**config.mk**
```make
export PLATFORM = sky130hd
export DESIGN_NAME = length_prefixed_frame_parser
export DESIGN_NICKNAME = d
export VERILOG_FILES = /design/src/hw/rtl/lpfp_pkg.sv /design/src/hw/rtl/length_prefixed_frame_parser.sv /design/src/hw/rtl/lpfp_parse.sv /design/src/hw/rtl/lpfp_out_reg.sv
export SDC_FILE = /design/constraint.sdc
export NUM_CORES = 1
export LEC_CHECK = 0
export ABC_AREA = 1
export BUFFER_PORTS_ARGS = -buffer_cell sky130_fd_sc_hd__buf_2
export CORE_MARGIN = 4
export CORE_UTILIZATION = 45
export CTS_BUF_LIST = sky130_fd_sc_hd__clkbuf_2 sky130_fd_sc_hd__clkbuf_4 sky130_fd_sc_hd__clkbuf_8
export DETAILED_ROUTE_END_ITERATION = 10
export RECOVER_POWER = 50
export SYNTH_ARGS = -nofsm -noshare
export SYNTH_HDL_FRONTEND = slang
export SYNTH_SLANG_ARGS = --single-unit
```
**constraint.sdc**
```tcl
create_clock -name clock -period 3.9 [get_ports clock]
set_input_delay 0.195 -clock clock [delete_from_list [all_inputs] [get_ports clock]]
set_output_delay 0.195 -clock clock [all_outputs]
set_load 0.1 [all_outputs]
```
**src/hw/rtl/lpfp_pkg.sv**
```systemverilog
// Shared types and constants for the length-prefixed frame parser.
package lpfp_pkg;

   localparam int unsigned CSR_IDX_BITS = 2;
   localparam int unsigned CSR_DATA_BITS = 16;

   localparam logic [CSR_IDX_BITS-1:0] CSR_MAGIC_VALUE  = 2'd0;
   localparam logic [CSR_IDX_BITS-1:0] CSR_TYPE_COUNT   = 2'd1;
   localparam logic [CSR_IDX_BITS-1:0] CSR_MAX_BODY_LEN = 2'd2;

   localparam logic [7:0]  MAGIC_RESET        = 8'd0;
   localparam logic [7:0]  TYPE_COUNT_RESET   = 8'd255;
   localparam logic [15:0] MAX_BODY_LEN_RESET = 16'd65535;

   typedef enum logic [3:0] {
      PH_HEAD0 = 4'd0,
      PH_HEAD1 = 4'd1,
      PH_TYPE  = 4'd2,
      PH_LEN0  = 4'd3,
      PH_LEN1  = 4'd4,
      PH_LEN2  = 4'd5,
      PH_LEN3  = 4'd6,
      PH_BODY  = 4'd7,
      PH_CHECK = 4'd8,
      PH_TAIL0 = 4'd9,
      PH_TAIL1 = 4'd10
   } phase_type;

   typedef enum logic [2:0] {
      ST_OK       = 3'd0,
      ST_TOO_LONG = 3'd1,
      ST_MAGIC    = 3'd2,
      ST_TYPE     = 3'd3,
      ST_CHECK    = 3'd4
   } status_type;

   typedef struct packed {
      logic [7:0]  magic_value;
      logic [7:0]  type_count;
      logic [15:0] max_body_len;
   } cfg_type;

   typedef struct packed {
      logic        frame_end;
      logic [7:0]  body_byte;
      logic [7:0]  msg_type;
      logic [31:0] body_length;
      status_type  status;
   } result_type;

endpackage

```
**src/hw/rtl/length_prefixed_frame_parser.sv**
```systemverilog
// Length-prefixed frame parser with XOR checksum, top level.
// An accepted byte's result is registered and shows on rsp_valid in the cycle after it is accepted.
// Throughput: one byte per cycle while no result waits or the waiting result is
// taken in that cycle; only a stalled result holds req_ready low.
// Reset (synchronous): parser returns to the first head magic byte, result
// register empties, csr registers take their defaults.
module length_prefixed_frame_parser #(
   parameter int unsigned LEN_COUNT_BITS = 16
) (
   input  logic                                clock,
   input  logic                                reset,
   input  logic                                req_valid,
   output logic                                req_ready,
   input  logic [7:0]                          req_in_byte,
   output logic                                rsp_valid,
   input  logic                                rsp_ready,
   output logic                                rsp_frame_end,
   output logic [7:0]                          rsp_body_byte,
   output logic [7:0]                          rsp_msg_type,
   output logic [31:0]                         rsp_body_length,
   output logic [2:0]                          rsp_status,
   input  logic                                csr_write_en,
   input  logic [lpfp_pkg::CSR_IDX_BITS-1:0]   csr_index,
   input  logic [lpfp_pkg::CSR_DATA_BITS-1:0]  csr_data
);
   import lpfp_pkg::*;

   cfg_type    cfg_ff;
   logic       accept;
   logic       res_valid;
   result_type res;
   result_type rsp_data;
   logic       can_load;

   always_ff @(posedge clock) begin
      if (reset) begin
         cfg_ff.magic_value  <= MAGIC_RESET;
         cfg_ff.type_count   <= TYPE_COUNT_RESET;
         cfg_ff.max_body_len <= MAX_BODY_LEN_RESET;
      end else if (csr_write_en) begin
         case (csr_index)
            CSR_MAGIC_VALUE:  cfg_ff.magic_value  <= csr_data[7:0];
            CSR_TYPE_COUNT:   cfg_ff.type_count   <= csr_data[7:0];
            CSR_MAX_BODY_LEN: cfg_ff.max_body_len <= csr_data;
            default: ;
         endcase
      end
   end

   assign req_ready = can_load;
   assign accept    = req_valid && can_load;

   lpfp_parse #(
      .LEN_COUNT_BITS(LEN_COUNT_BITS)
   ) u_parse (
      .clock     (clock),
      .reset     (reset),
      .accept    (accept),
      .in_byte   (req_in_byte),
      .cfg       (cfg_ff),
      .res_valid (res_valid),
      .res       (res)
   );

   lpfp_out_reg u_out_reg (
      .clock     (clock),
      .reset     (reset),
      .load      (accept && res_valid),
      .load_data (res),
      .rsp_ready (rsp_ready),
      .rsp_valid (rsp_valid),
      .rsp_data  (rsp_data),
      .can_load  (can_load)
   );

   assign rsp_frame_end   = rsp_data.frame_end;
   assign rsp_body_byte   = rsp_data.body_byte;
   assign rsp_msg_type    = rsp_data.msg_type;
   assign rsp_body_length = rsp_data.body_length;
   assign rsp_status      = rsp_data.status;

endmodule

```
**src/hw/rtl/lpfp_parse.sv**
```systemverilog
// Frame parser state machine: phase, length, counters and checksum.
module lpfp_parse #(
   parameter int unsigned LEN_COUNT_BITS = 16
) (
   input  logic                clock,
   input  logic                reset,
   input  logic                accept,
   input  logic [7:0]          in_byte,
   input  lpfp_pkg::cfg_type   cfg,
   output logic                res_valid,
   output lpfp_pkg::result_type res
);
   import lpfp_pkg::*;

   localparam logic [32:0] CNT_MAX = (33'd1 << LEN_COUNT_BITS) - 33'd1;

   phase_type                 phase_ff, phase_in;
   logic [31:0]               length_ff, length_in;
   logic [LEN_COUNT_BITS-1:0] remaining_ff, remaining_in;
   logic [7:0]                xor_ff, xor_in;
   logic [7:0]                type_ff, type_in;
   logic                      magic_bad_ff, magic_bad_in;
   logic [7:0]                check_ff, check_in;

   logic [31:0]               length_full;
   logic [LEN_COUNT_BITS-1:0] remaining_dec;
   logic                      byte_bad;
   logic                      too_long;

   assign length_full   = {length_ff[23:0], in_byte};
   assign remaining_dec = remaining_ff - LEN_COUNT_BITS'(1);
   assign byte_bad      = (in_byte != cfg.magic_value);
   assign too_long      = (length_full > {16'd0, cfg.max_body_len})
                          || ({1'b0, length_full} > CNT_MAX);

   always_comb begin
      phase_in     = phase_ff;
      length_in    = length_ff;
      remaining_in = remaining_ff;
      xor_in       = xor_ff;
      type_in      = type_ff;
      magic_bad_in = magic_bad_ff;
      check_in     = check_ff;
      res_valid    = 1'b0;
      res          = '{frame_end: 1'b0, body_byte: 8'd0, msg_type: 8'd0,
                       body_length: 32'd0, status: ST_OK};

      case (phase_ff)
         PH_HEAD0: begin
            if (byte_bad) magic_bad_in = 1'b1;
            phase_in = PH_HEAD1;
         end
         PH_HEAD1: begin
            if (byte_bad) magic_bad_in = 1'b1;
            phase_in = PH_TYPE;
         end
         PH_TYPE: begin
            type_in  = in_byte;
            phase_in = PH_LEN0;
         end
         PH_LEN0: begin
            length_in = length_full;
            phase_in  = PH_LEN1;
         end
         PH_LEN1: begin
            length_in = length_full;
            phase_in  = PH_LEN2;
         end
         PH_LEN2: begin
            length_in = length_full;
            phase_in  = PH_LEN3;
         end
         PH_LEN3: begin
            length_in = length_full;
            if (too_long) begin
               // report at once and restart, whatever magic or type
               res_valid       = 1'b1;
               res.frame_end   = 1'b1;
               res.msg_type    = type_ff;
               res.body_length = length_full;
               res.status      = ST_TOO_LONG;
               phase_in        = PH_HEAD0;
               length_in       = 32'd0;
               remaining_in    = '0;
               xor_in          = 8'd0;
               type_in         = 8'd0;
               magic_bad_in    = 1'b0;
               check_in        = 8'd0;
            end else begin
               remaining_in = length_full[LEN_COUNT_BITS-1:0];
               phase_in     = (length_full == 32'd0) ? PH_CHECK : PH_BODY;
            end
         end
         PH_BODY: begin
            xor_in        = xor_ff ^ in_byte;
            remaining_in  = remaining_dec;
            if (remaining_dec == '0) phase_in = PH_CHECK;
            res_valid     = 1'b1;
            res.body_byte = in_byte;
         end
         PH_CHECK: begin
            check_in = in_byte;
            phase_in = PH_TAIL0;
         end
         PH_TAIL0: begin
            if (byte_bad) magic_bad_in = 1'b1;
            phase_in = PH_TAIL1;
         end
         PH_TAIL1: begin
            res_valid       = 1'b1;
            res.frame_end   = 1'b1;
            res.msg_type    = type_ff;
            res.body_length = length_ff;
            if (magic_bad_ff || byte_bad) begin
               res.status = ST_MAGIC;
            end else if (type_ff == 8'd0 || type_ff > cfg.type_count) begin
               res.status = ST_TYPE;
            end else if (xor_ff != check_ff) begin
               res.status = ST_CHECK;
            end else begin
               res.status = ST_OK;
            end
            phase_in     = PH_HEAD0;
            length_in    = 32'd0;
            remaining_in = '0;
            xor_in       = 8'd0;
            type_in      = 8'd0;
            magic_bad_in = 1'b0;
            check_in     = 8'd0;
         end
         default: begin
            phase_in     = PH_HEAD0;
            length_in    = 32'd0;
            remaining_in = '0;
            xor_in       = 8'd0;
            type_in      = 8'd0;
            magic_bad_in = 1'b0;
            check_in     = 8'd0;
         end
      endcase
   end

   always_ff @(posedge clock) begin
      if (reset) begin
         phase_ff     <= PH_HEAD0;
         length_ff    <= 32'd0;
         remaining_ff <= '0;
         xor_ff       <= 8'd0;
         type_ff      <= 8'd0;
         magic_bad_ff <= 1'b0;
         check_ff     <= 8'd0;
      end else if (accept) begin
         phase_ff     <= phase_in;
         length_ff    <= length_in;
         remaining_ff <= remaining_in;
         xor_ff       <= xor_in;
         type_ff      <= type_in;
         magic_bad_ff <= magic_bad_in;
         check_ff     <= check_in;
      end
   end

endmodule

```
**src/hw/rtl/lpfp_out_reg.sv**
```systemverilog
// Result register between the parser and the response channel.
module lpfp_out_reg (
   input  logic                 clock,
   input  logic                 reset,
   input  logic                 load,
   input  lpfp_pkg::result_type load_data,
   input  logic                 rsp_ready,
   output logic                 rsp_valid,
   output lpfp_pkg::result_type rsp_data,
   output logic                 can_load
);
   import lpfp_pkg::*;

   logic       valid_ff, valid_in;
   result_type data_ff;

   // a waiting result that is taken this cycle frees the slot
   assign can_load = !valid_ff || rsp_ready;

   always_comb begin
      valid_in = valid_ff;
      if (load) begin
         valid_in = 1'b1;
      end else if (rsp_ready) begin
         valid_in = 1'b0;
      end
   end

   always_ff @(posedge clock) begin
      if (reset) begin
         valid_ff <= 1'b0;
      end else begin
         valid_ff <= valid_in;
      end
   end

   always_ff @(posedge clock) begin
      if (load) begin
         data_ff <= load_data;
      end
   end

   assign rsp_valid = valid_ff;
   assign rsp_data  = data_ff;

endmodule
```
==> metrics, run 1 <==
final net count 1154; vias in the first global route 6459; outcome complete, but fails checks; unrepaired setup endpoints after global routing false; post-synth net total 1072; area leader, netlist sky130_fd_sc_hd__dfxtp_1; M2 GR Usage 0.334; placed cell count 1293; Port-buffer cells 84; Final Total Pwr around 3.4 mW; maxcap violations 1; antenna viol nets, final 0; Die Wd 142 µm; PostCTS Resize Cnt 0; initial drt markers about 530; Post-Route Setup TNS 0 ps; portion of the post-synthesis area used by sequential elements 0.467; Synth Cell Area 8070 µm²; post-route worst setup slack 914 ps; floorplan die area 20100 µm²; detailed-route vias per instance 5.27; maximum number of pins on one net before global-route repair 61; type of the worst setup path flop to flop; critical path peak fanout 23; post-DP HPWL 15700 µm; proportion of layout cells with a drive suffix above 1 0.0964; startpoint types flop; Antenna Cells 0; global-route met1 utilization 0.317; power per cell area 372 nW/µm²; clk root buf sky130_fd_sc_hd__clkbuf_8; via count 7042; vertical die dimension 142 µm; # rows 48; H-Tree Depth 4; post-synthesis sequential element count roughly 160; distinct cell type count of the synthesized netlist 41; type of the most critical hold path input port to flop; number of post-CTS setup repair buffers 0; cts-stage hold buffer count 10; Post-Syn Instances 1015; setup violators final 0; global-route wire length before repair 34800 µm; area growth from synthesis to final layout 12.4%; Max Clock Skew 11.1 ps; total global-route track usage 0.219; yosys synthesis warning count 0; most utilized layer in the global route result met2; starting utilization of the core area 0.463; cell types with the largest area share after synthesis sky130_fd_sc_hd__dfxtp_1 (27%), sky130_fd_sc_hd__edfxtp_1 (19%), sky130_fd_sc_hd__nand2_1 (8.7%), sky130_fd_sc_hd__a21oi_1 (6.0%), sky130_fd_sc_hd__inv_1 (5.5%); total DRC errors in the routed layout 0; final estimated routing congestion in global placement around 0.9; violations in the final reports capacitance limit, slew limit; number of pins exceeding their max-slew limit in the final report 46; I/O pin total 85; Core Region 17400 µm²; worst slack at placement a little over 900 ps; overall overflow remaining after global route 0; Skew-Pair Late Insertion Delay roughly 470 ps; Clock Tree Buf Depth 2; antenna violations before repair 0; capturing element type of the critical path flop; Max Clk Rate around 0.33 GHz; Hold Violations, Final 0; total clock buffers created by CTS 17; Clock Pin Slew Worst Setup and Hold Paths 90 ps; mean routed wirelength per cell around 17 µm; Max IR drop VDD 0.218 mV; share of the core filled with cells 0.521; leakage power 3.88 nW; worst endpoint data arrival time 3140 ps; Final Instance Count excl. Fillers roughly 1300; worst-case headroom to the max-slew limit -0.522; clock tree sinks 162; CTS tree yes; area share of the largest cell type after synthesis 0.273; data required time of the worst path 4060 ps; transition at the pin with the smallest max-transition slack 2280 ps; post-route clock period utilization 0.766; First-pass DRT Iterations 5; wire length reported by the detailed router 22100 µm; fin crit period around 3000 ps; met3 routing resource usage after global routing 0.0364; mean area per synthesized cell 7.95 µm²
## cells by family (layout without fill, tap and decap cells)
logic type,after synthesis,in the layout,share of synthesized area
buffers and inverters,179,274,0.0875
flip-flops,162,162,0.467
XOR/XNOR,21,21,0.0228
AO/OA/AOI/OAI,245,245,0.168
AND/OR/NAND/NOR,382,382,0.215
adder cells (fa/ha/maj),26,26,0.0403
## flip-flops by register name, summed over array words and instances (netlist names)
| register | cells |
|---|---|
| u_out_reg.rsp_data | 52 |
| cfg_ff | 32 |
| u_parse.length_ff | 32 |
| u_parse.remaining_ff | 16 |
| u_parse.check_ff | 8 |
| u_parse.type_ff | 8 |
| u_parse.xor_ff | 8 |
| u_parse.phase_ff | 4 |
| u_out_reg.rsp_valid | 1 |
| u_parse.magic_bad_ff | 1 |
## metal layers
layer | vias up | part of all wire | wire length [µm]
met5 | - | 0 | 0
met4 | 0 | 0.016 | 357
met3 | 30 | 0.067 | 1470
met2 | 228 | 0.44 | 9810
met1 | 3228 | 0.47 | 10400
li1 | 3556 | - | -
## report_power, final
group	total (mW)	internal [mW]	switching [mW]
logic	0.319	0.101	0.218
registers	1.78	1.76	0.0213
clock network	1.27	0.587	0.686
total	3.38	2.45	0.926
## metrics by stage
step,hold slack (ps),cell area (µm²)
finish,4.82,9070
global route,3.70,9070
CTS,5.12,9160
detailed placement,448,8660
global placement,444,8660
floorplan,308,8070
## cell usage in the layout, fill, tap and decap left out, types with 6 or more instances in the layout
| cell type | n |
|---|---|
| sky130_fd_sc_hd__inv_1 | 121 |
| sky130_fd_sc_hd__o211ai_1 | 23 |
| sky130_fd_sc_hd__xor2_1 | 6 |
| sky130_fd_sc_hd__clkbuf_1 | 55 |
| sky130_fd_sc_hd__ha_1 | 26 |
| sky130_fd_sc_hd__clkbuf_8 | 17 |
| sky130_fd_sc_hd__dfxtp_1 | 110 |
| sky130_fd_sc_hd__inv_2 | 12 |
| sky130_fd_sc_hd__nand4_1 | 17 |
| sky130_fd_sc_hd__o22ai_1 | 24 |
| sky130_fd_sc_hd__xnor2_1 | 15 |
| sky130_fd_sc_hd__edfxtp_1 | 52 |
| sky130_fd_sc_hd__a21oi_1 | 96 |
| sky130_fd_sc_hd__nand3_1 | 52 |
| sky130_fd_sc_hd__nand2_1 | 188 |
| sky130_fd_sc_hd__nor2_2 | 6 |
| sky130_fd_sc_hd__buf_2 | 30 |
| sky130_fd_sc_hd__dlygate4sd3_1 | 10 |
| sky130_fd_sc_hd__buf_4 | 7 |
| sky130_fd_sc_hd__o21ai_0 | 51 |
| sky130_fd_sc_hd__o21ai_1 | 43 |
| sky130_fd_sc_hd__nor2_1 | 95 |
| sky130_fd_sc_hd__nor3_1 | 6 |
## cell type report
cell class,instances,area [µm²]
clock buffers,17,234
clock inverters,15,171
fillers,1732,8350
inverters,140,533
multi-input cells,674,3570
flip-flops and latches,162,3760
well taps,225,282
repair buffers,102,509
## synthesized netlist by cell type, drive strengths merged
| cell type | n |
|---|---|
| edfxtp | 52 |
| nand2 | 192 |
| nor4 | 1 |
| xnor2 | 15 |
| o221ai | 1 |
| a21oi | 97 |
| clkinv | 3 |
| or2 | 2 |
| o21ai | 95 |
| ha | 26 |
| dfxtp | 110 |
| nand4 | 18 |
| xor2 | 6 |
| buf | 15 |
| o21bai | 3 |
| o22ai | 25 |
| nor3 | 6 |
| nand3b | 1 |
| o211ai | 23 |
| inv | 137 |
| nand3 | 56 |
| clkbuf | 24 |
| and2 | 2 |
| o21a | 1 |
| nor2 | 104 |
## path summary, 6_finish.rpt
| kind | cells after the start | slack, ps | from | to |
|---|---|---|---|---|
| worst max-delay path | 9 | 910 | u_parse.phase_ff[2]$_SDFFE_PP0P_ | u_out_reg.rsp_data[1]$_DFFE_PP_ |
| worst min-delay path | 3 | 5 | csr_data[10] | cfg_ff[10]$_SDFFE_PP1P_ |
| worst max register to register | 9 | 910 | u_parse.phase_ff[2]$_SDFFE_PP0P_ | u_out_reg.rsp_data[1]$_DFFE_PP_ |
| worst min register to register | 2 | 460 | u_parse.magic_bad_ff$_SDFFE_PP0P_ | u_parse.magic_bad_ff$_SDFFE_PP0P_ |
## critical path, cell delays in order (launching register included)
cell and delay [ps]:
sky130_fd_sc_hd__dfxtp_1 410, sky130_fd_sc_hd__clkinv_1 80, sky130_fd_sc_hd__nor2_1 290, sky130_fd_sc_hd__inv_4 110, sky130_fd_sc_hd__nor2_4 350, sky130_fd_sc_hd__inv_1 460, sky130_fd_sc_hd__nand2_1 180, sky130_fd_sc_hd__nand2_1 90
sky130_fd_sc_hd__inv_2 350, sky130_fd_sc_hd__buf_4 340
No activity file was read; power rests on OpenSTA's default activity.
==> run 2: changes to the inputs <==
==> constraint.sdc (replaced) <==
create_clock -name clock -period 3 [get_ports clock]
set_input_delay 0.15 -clock clock [delete_from_list [all_inputs] [get_ports clock]]
set_output_delay 0.15 -clock clock [all_outputs]
set_load 0.1 [all_outputs]
==> metrics, run 2 (synthesis gave the netlist of run 1 again) <==
post-route worst setup slack 325 ps (was 914 ps); Max Clock Skew 21.5 ps (was 11.1 ps); total clock buffers created by CTS 17 (unchanged); register-to-register setup slack 330 ps (was 910 ps); area growth from synthesis to final layout 14.5% (was 12.4%); # rows 48 (unchanged); clk root buf sky130_fd_sc_hd__clkbuf_8 (unchanged); maximum number of pins on one net before global-route repair 64 (was 61); wire length reported by the detailed router 22200 µm (was 22100 µm); global-route wire length before repair 35700 µm (was 34800 µm); Skew-Pair Late Insertion Delay 470 ps (about the same); Post-Route Setup TNS 0 ps (unchanged); beginning of the worst register-to-register path u_parse.phase_ff[2]$_SDFFE_PP0P_ (unchanged); proportion of layout cells with a drive suffix above 1 0.103 (was 0.0964); capturing element type of the critical path flop (unchanged); Clock Pin Slew Worst Setup and Hold Paths 90 ps (about the same); leakage power 3.95 nW (was 3.88 nW); final net count 1169 (was 1154); antenna viol nets, final 0 (unchanged); Die Wd 142 µm (unchanged); type of the most critical hold path input port to flop (unchanged); clock tree sinks 162 (unchanged); worst-case headroom to the max-slew limit -0.886 (was -0.522); I/O pin total 85 (unchanged); power per cell area 483 nW/µm² (was 372 nW/µm²); unrepaired setup endpoints after global routing false (unchanged); post-DP HPWL 15800 µm (was 15700 µm); Antenna Cells 0 (unchanged); Max Clk Rate 0.374 GHz (was 0.335 GHz); H-Tree Depth 4 (unchanged); most frequent standard cell in the layout excluding fill and tap cells sky130_fd_sc_hd__nand2_1 (unchanged); Filler cells 1729 (was 1732); most frequent cells in the layout sky130_fd_sc_hd__nand2_1 (187), sky130_fd_sc_hd__inv_1 (120), sky130_fd_sc_hd__dfxtp_1 (109) (was sky130_fd_sc_hd__nand2_1 (188), sky130_fd_sc_hd__inv_1 (121), sky130_fd_sc_hd__dfxtp_1 (110)); detailed-route vias per instance 5.28 (was 5.27); data required time of the worst path 3360 ps (was 4060 ps); Port-buffer cells 84 (unchanged); total global-route track usage 0.225 (was 0.219); start point of the worst hold path csr_write_en (was csr_data[10]); ordered cell list for the critical path clkinv_1, nor2_1, inv_4, nor2_1, nor4_4, buf_4, inv_1, a21oi_1, o21ai_1, inv_1 (was clkinv_1, nor2_1, inv_4, nor2_4, inv_1, nand2_1, nand2_1, inv_2, buf_4); maxcap violations 1 (unchanged); Largest register FFs 52 (unchanged); share of the core filled with cells 0.531 (was 0.521); type of the worst setup path flop to flop (unchanged); overall overflow remaining after global route 0 (unchanged); post-route clock period utilization 0.892 (was 0.766); Max IR drop VDD 0.286 mV (was 0.218 mV); critical path peak fanout 33 (was 23); worst slack at placement 386 ps (was 912 ps); starting utilization of the core area 0.463 (unchanged); transition at the pin with the smallest max-transition slack 2830 ps (was 2280 ps); antenna violations before repair 0 (unchanged); First-pass DRT Iterations 5 (unchanged); fin crit period 2670 ps (was 2990 ps); worst endpoint data arrival time 3040 ps (was 3140 ps); mean routed wirelength per cell 16.5 µm (about the same); setup violators final 0 (unchanged); vias in the first global route 6691 (was 6459); startpoint types flop (unchanged); slowest stage delay, CP 670 ps (was 460 ps); total DRC errors in the routed layout 0 (unchanged); final estimated routing congestion in global placement 0.893 (was 0.875); Final Total Pwr 4.46 mW (was 3.38 mW); via count 7131 (was 7042); Clock Tree Buf Depth 2 (unchanged); first element of the critical path u_parse.phase_ff[2]$_SDFFE_PP0P_ (unchanged); cell at the slowest stage of the critical path sky130_fd_sc_hd__inv_1 (unchanged); Critical path buffers and inverters 5 (unchanged); number of pins exceeding their max-slew limit in the final report 64 (was 46); initial drt markers 535 (was 525); PostCTS Resize Cnt 0 (unchanged); Hold Violations, Final 0 (unchanged); outcome complete, but fails checks (unchanged); vertical die dimension 142 µm (unchanged); Top Family by Delay on Critical Path buffers and inverters (unchanged); floorplan die area 20100 µm² (unchanged); violations in the final reports capacitance limit, slew limit (unchanged); CTS tree yes (unchanged); Core Region 17400 µm² (unchanged)
run 2: cell types whose count changed in the layout (fill, tap and decap cells not counted), moves of 2 or more:
| cell | before | now |
|---|---|---|
| sky130_fd_sc_hd__buf_4 | 7 | 12 |
| sky130_fd_sc_hd__clkbuf_1 | 55 | 58 |
| sky130_fd_sc_hd__clkinv_8 | 0 | 2 |
| sky130_fd_sc_hd__dlygate4sd3_1 | 10 | 16 |
| sky130_fd_sc_hd__inv_6 | 5 | 1 |
| sky130_fd_sc_hd__inv_8 | 2 | 5 |
| sky130_fd_sc_hd__o21ai_0 | 51 | 55 |
| sky130_fd_sc_hd__o21ai_1 | 43 | 39 |
run 2: timing repair:
| action | CTS | global route |
|---|---|---|
| hold buffers | 16 | 0 |
| hold endpoints to repair | 32 | 0 |
| setup buffers | 0 | 0 |
run 2: layout make-up:
cell class                 count  area [µm²]  area share
clock buffer                  17         234      0.0253
clock inverter                15         194      0.0210
inverter                     140         537      0.0581
multi-input combinational    674        3590       0.389
sequential                   162        3760       0.407
tap                          225         282      0.0305
timing repair buffer         117         638      0.0691
run 2: routing by layer:
layer  GRT usage  vias to the layer above  part of all wire  routed length (µm)
li1            -                     3572                 -                   -
met1       0.324                     3305              0.47               10500
met2       0.345                      227              0.44                9770
met3      0.0435                       27             0.072                1600
met4      0.0672                        0             0.017                 379
met5           0                        -                 0                   0
run 2: worst paths after layout:
path                                  endpoint  cells after the start
max          u_parse.length_ff[5]$_SDFFE_PP0P_                     10
max reg2reg  u_parse.length_ff[5]$_SDFFE_PP0P_                     10
min reg2reg  u_parse.magic_bad_ff$_SDFFE_PP0P_                      2
min                     cfg_ff[0]$_SDFFE_PP1P_                      4
run 2: power by group:
part / switching, mW / leakage, nW / total, mW / internal, mW
clock network: 0.922 / 0.209 / 1.70 / 0.781
logic: 0.291 / 2.36 / 0.434 / 0.143
registers: 0.0289 / 1.38 / 2.32 / 2.29
total: 1.24 / 3.95 / 4.46 / 3.22
run 2: stage by stage:
step | cells | cell area [µm²] | hold slack, ps
finish | 1350 | 9240 | 32.7
global route | 1350 | 9240 | 34.2
CTS | 1350 | 9330 | 11.2
detailed placement | 1302 | 8740 | 408
global placement | 1302 | 8740 | 410
floorplan | 1015 | 8080 | 263
run 2: worst reg2reg max path, cell delays in order, from the launching register on:
cell	delay, ps
sky130_fd_sc_hd__dfxtp_1	450
sky130_fd_sc_hd__clkinv_1	90
sky130_fd_sc_hd__nor2_1	300
sky130_fd_sc_hd__inv_4	100
sky130_fd_sc_hd__nor2_1	360
sky130_fd_sc_hd__nor4_4	50
sky130_fd_sc_hd__buf_4	240
sky130_fd_sc_hd__inv_1	670
sky130_fd_sc_hd__a21oi_1	160
sky130_fd_sc_hd__o21ai_1	120
sky130_fd_sc_hd__inv_1	50
==> run 3: changes to the inputs <==
--- a/config.mk
+++ b/config.mk
@@ -11,6 +11,7 @@
 export CORE_UTILIZATION = 45
 export CTS_BUF_LIST = sky130_fd_sc_hd__clkbuf_2 sky130_fd_sc_hd__clkbuf_4 sky130_fd_sc_hd__clkbuf_8
 export DETAILED_ROUTE_END_ITERATION = 10
+export PLACE_DENSITY = 0.64
 export RECOVER_POWER = 50
 export SYNTH_ARGS = -nofsm -noshare
 export SYNTH_HDL_FRONTEND = slang
==> metrics, run 3 (synthesis gave the netlist of run 1 again) <==
outcome complete, but fails checks (unchanged); violations in the final reports capacitance limit, slew limit (unchanged); I/O pin total 85 (unchanged); Antenna Cells 0 (unchanged); Die Wd 142 µm (unchanged); post-DP HPWL 15400 µm (was 15800 µm); clock tree sinks 162 (unchanged); PostCTS Resize Cnt 0 (unchanged); Max Clock Skew 10.5 ps (was 21.5 ps); via count 7137 (was 7131); Skew-Pair Late Insertion Delay 460 ps (was 470 ps); setup violators final 0 (unchanged); register-to-register setup slack 390 ps (was 330 ps); Hold Violations, Final 0 (unchanged); mean routed wirelength per cell 16.2 µm (was 16.5 µm); startpoint types flop (unchanged); capturing element type of the critical path flop (unchanged); maximum number of pins on one net before global-route repair 53 (was 64); data required time of the worst path 3150 ps (was 3360 ps); Core Region 17400 µm² (unchanged); vias in the first global route 6649 (was 6691); total clock buffers created by CTS 17 (unchanged); type of the worst setup path flop to flop (unchanged); antenna violations before repair 0 (unchanged); total global-route track usage 0.219 (was 0.225); Clock Tree Buf Depth 2 (unchanged); vertical die dimension 142 µm (unchanged); post-route clock period utilization 0.871 (was 0.892); overall overflow remaining after global route 0 (unchanged); leakage power 3.88 nW (was 3.95 nW); area growth from synthesis to final layout 13.6% (was 14.5%); proportion of layout cells with a drive suffix above 1 0.100 (was 0.103); detailed-route vias per instance 5.31 (was 5.28); Port-buffer cells 84 (unchanged); starting utilization of the core area 0.463 (unchanged); final estimated routing congestion in global placement 0.905 (was 0.893); Post-Route Setup TNS 0 ps (unchanged); unrepaired setup endpoints after global routing false (unchanged); H-Tree Depth 4 (unchanged); logic depth of the worst register-to-register path 11 (was 10); total DRC errors in the routed layout 0 (unchanged); Max Clk Rate 0.383 GHz (was 0.374 GHz); cts-stage hold buffer count 16 (unchanged); power per cell area 480 nW/µm² (was 483 nW/µm²); First-pass DRT Iterations 5 (unchanged); # rows 48 (unchanged); number of post-CTS setup repair buffers 0 (unchanged); number of pins exceeding their max-slew limit in the final report 48 (was 64); global-route wire length before repair 35000 µm (was 35700 µm); most frequent cells in the layout sky130_fd_sc_hd__nand2_1 (187), sky130_fd_sc_hd__inv_1 (119), sky130_fd_sc_hd__dfxtp_1 (109) (was sky130_fd_sc_hd__nand2_1 (187), sky130_fd_sc_hd__inv_1 (120), sky130_fd_sc_hd__dfxtp_1 (109)); Largest register FFs 52 (unchanged); CTS tree yes (unchanged); type of the most critical hold path input port to flop (unchanged); most frequent standard cell in the layout excluding fill and tap cells sky130_fd_sc_hd__nand2_1 (unchanged); clk root buf sky130_fd_sc_hd__clkbuf_8 (unchanged); transition at the pin with the smallest max-transition slack 2060 ps (was 2830 ps); final net count 1163 (was 1169); beginning of the worst register-to-register path u_parse.phase_ff[2]$_SDFFE_PP0P_ (unchanged); Clock Pin Slew Worst Setup and Hold Paths 90 ps (about the same); crit path to u_out_reg.rsp_data[8]$_DFFE_PP_ (was u_parse.length_ff[5]$_SDFFE_PP0P_); worst endpoint data arrival time 2760 ps (was 3040 ps); critical path peak fanout 52 (was 33); Max IR drop VDD 0.282 mV (was 0.286 mV); initial drt markers 671 (was 535); fin crit period 2610 ps (was 2670 ps); Final Total Pwr 4.39 mW (was 4.46 mW); end of the worst register-to-register path u_out_reg.rsp_data[8]$_DFFE_PP_ (was u_parse.length_ff[5]$_SDFFE_PP0P_); wire length reported by the detailed router 21800 µm (was 22200 µm); antenna viol nets, final 0 (unchanged); floorplan die area 20100 µm² (unchanged); maxcap violations 1 (unchanged); worst-case headroom to the max-slew limit -0.372 (was -0.886); first element of the critical path u_parse.phase_ff[2]$_SDFFE_PP0P_ (unchanged)
## run 3: worst min path at each step
stage                         startpoint                              to  cells after the start
after global placement       csr_data[0]          cfg_ff[0]$_SDFFE_PP1P_                      3
after global routing      req_in_byte[1]  u_parse.xor_ff[1]$_SDFFE_PP0P_                      3
after floorplan              csr_data[0]          cfg_ff[0]$_SDFFE_PP1P_                      2
final                       csr_write_en          cfg_ff[0]$_SDFFE_PP1P_                      4
after detailed placement     csr_data[0]          cfg_ff[0]$_SDFFE_PP1P_                      3
after CTS                   csr_write_en          cfg_ff[0]$_SDFFE_PP1P_                      4
## run 3: final cells by class
class,instances,area [µm²]
timing repair buffer,111,599
tap,225,282
fill,1724,8250
sequential,162,3760
clock inverter,15,169
multi-input combinational,674,3580
inverter,140,537
clock buffer,17,234
## run 3: metal layers
layer / vias to the layer above / global-route usage / share of wire
met2: 275 / 0.343 / 0.44
met4: 0 / 0.0742 / 0.023
li1: 3568 / - / -
met3: 33 / 0.0310 / 0.075
met5: - / 0 / 0
met1: 3261 / 0.311 / 0.46
## run 3: where the power goes
group | internal (mW) | total, mW | leakage, nW | switching, mW
registers | 2.29 | 2.32 | 1.38 | 0.0277
logic | 0.139 | 0.424 | 2.31 | 0.285
clock network | 0.762 | 1.65 | 0.198 | 0.887
## run 3: critical path, cell delays in order (launching register included)
cell,delay (ps)
sky130_fd_sc_hd__dfxtp_1,460
sky130_fd_sc_hd__clkinv_1,100
sky130_fd_sc_hd__nor2_1,290
sky130_fd_sc_hd__inv_4,80
sky130_fd_sc_hd__nor2_1,310
sky130_fd_sc_hd__nand3_4,260
sky130_fd_sc_hd__nand2_1,160
sky130_fd_sc_hd__inv_2,100
sky130_fd_sc_hd__nand2_1,70
sky130_fd_sc_hd__nand2_1,100
sky130_fd_sc_hd__clkinvlp_4,110
sky130_fd_sc_hd__buf_12,250
## run 3: through the flow
stage	std cells	cell area (µm²)	util	hold WS (ps)	setup WS, ps
after global routing	1344	9160	0.526	59.8	141
final	1344	9160	0.526	36.2	388
after detailed placement	1296	8700	0.499	406	419
after CTS	1344	9260	0.532	6.92	389
after global placement	1296	8700	0.499	407	516
after floorplan	1015	8080	-	263	201
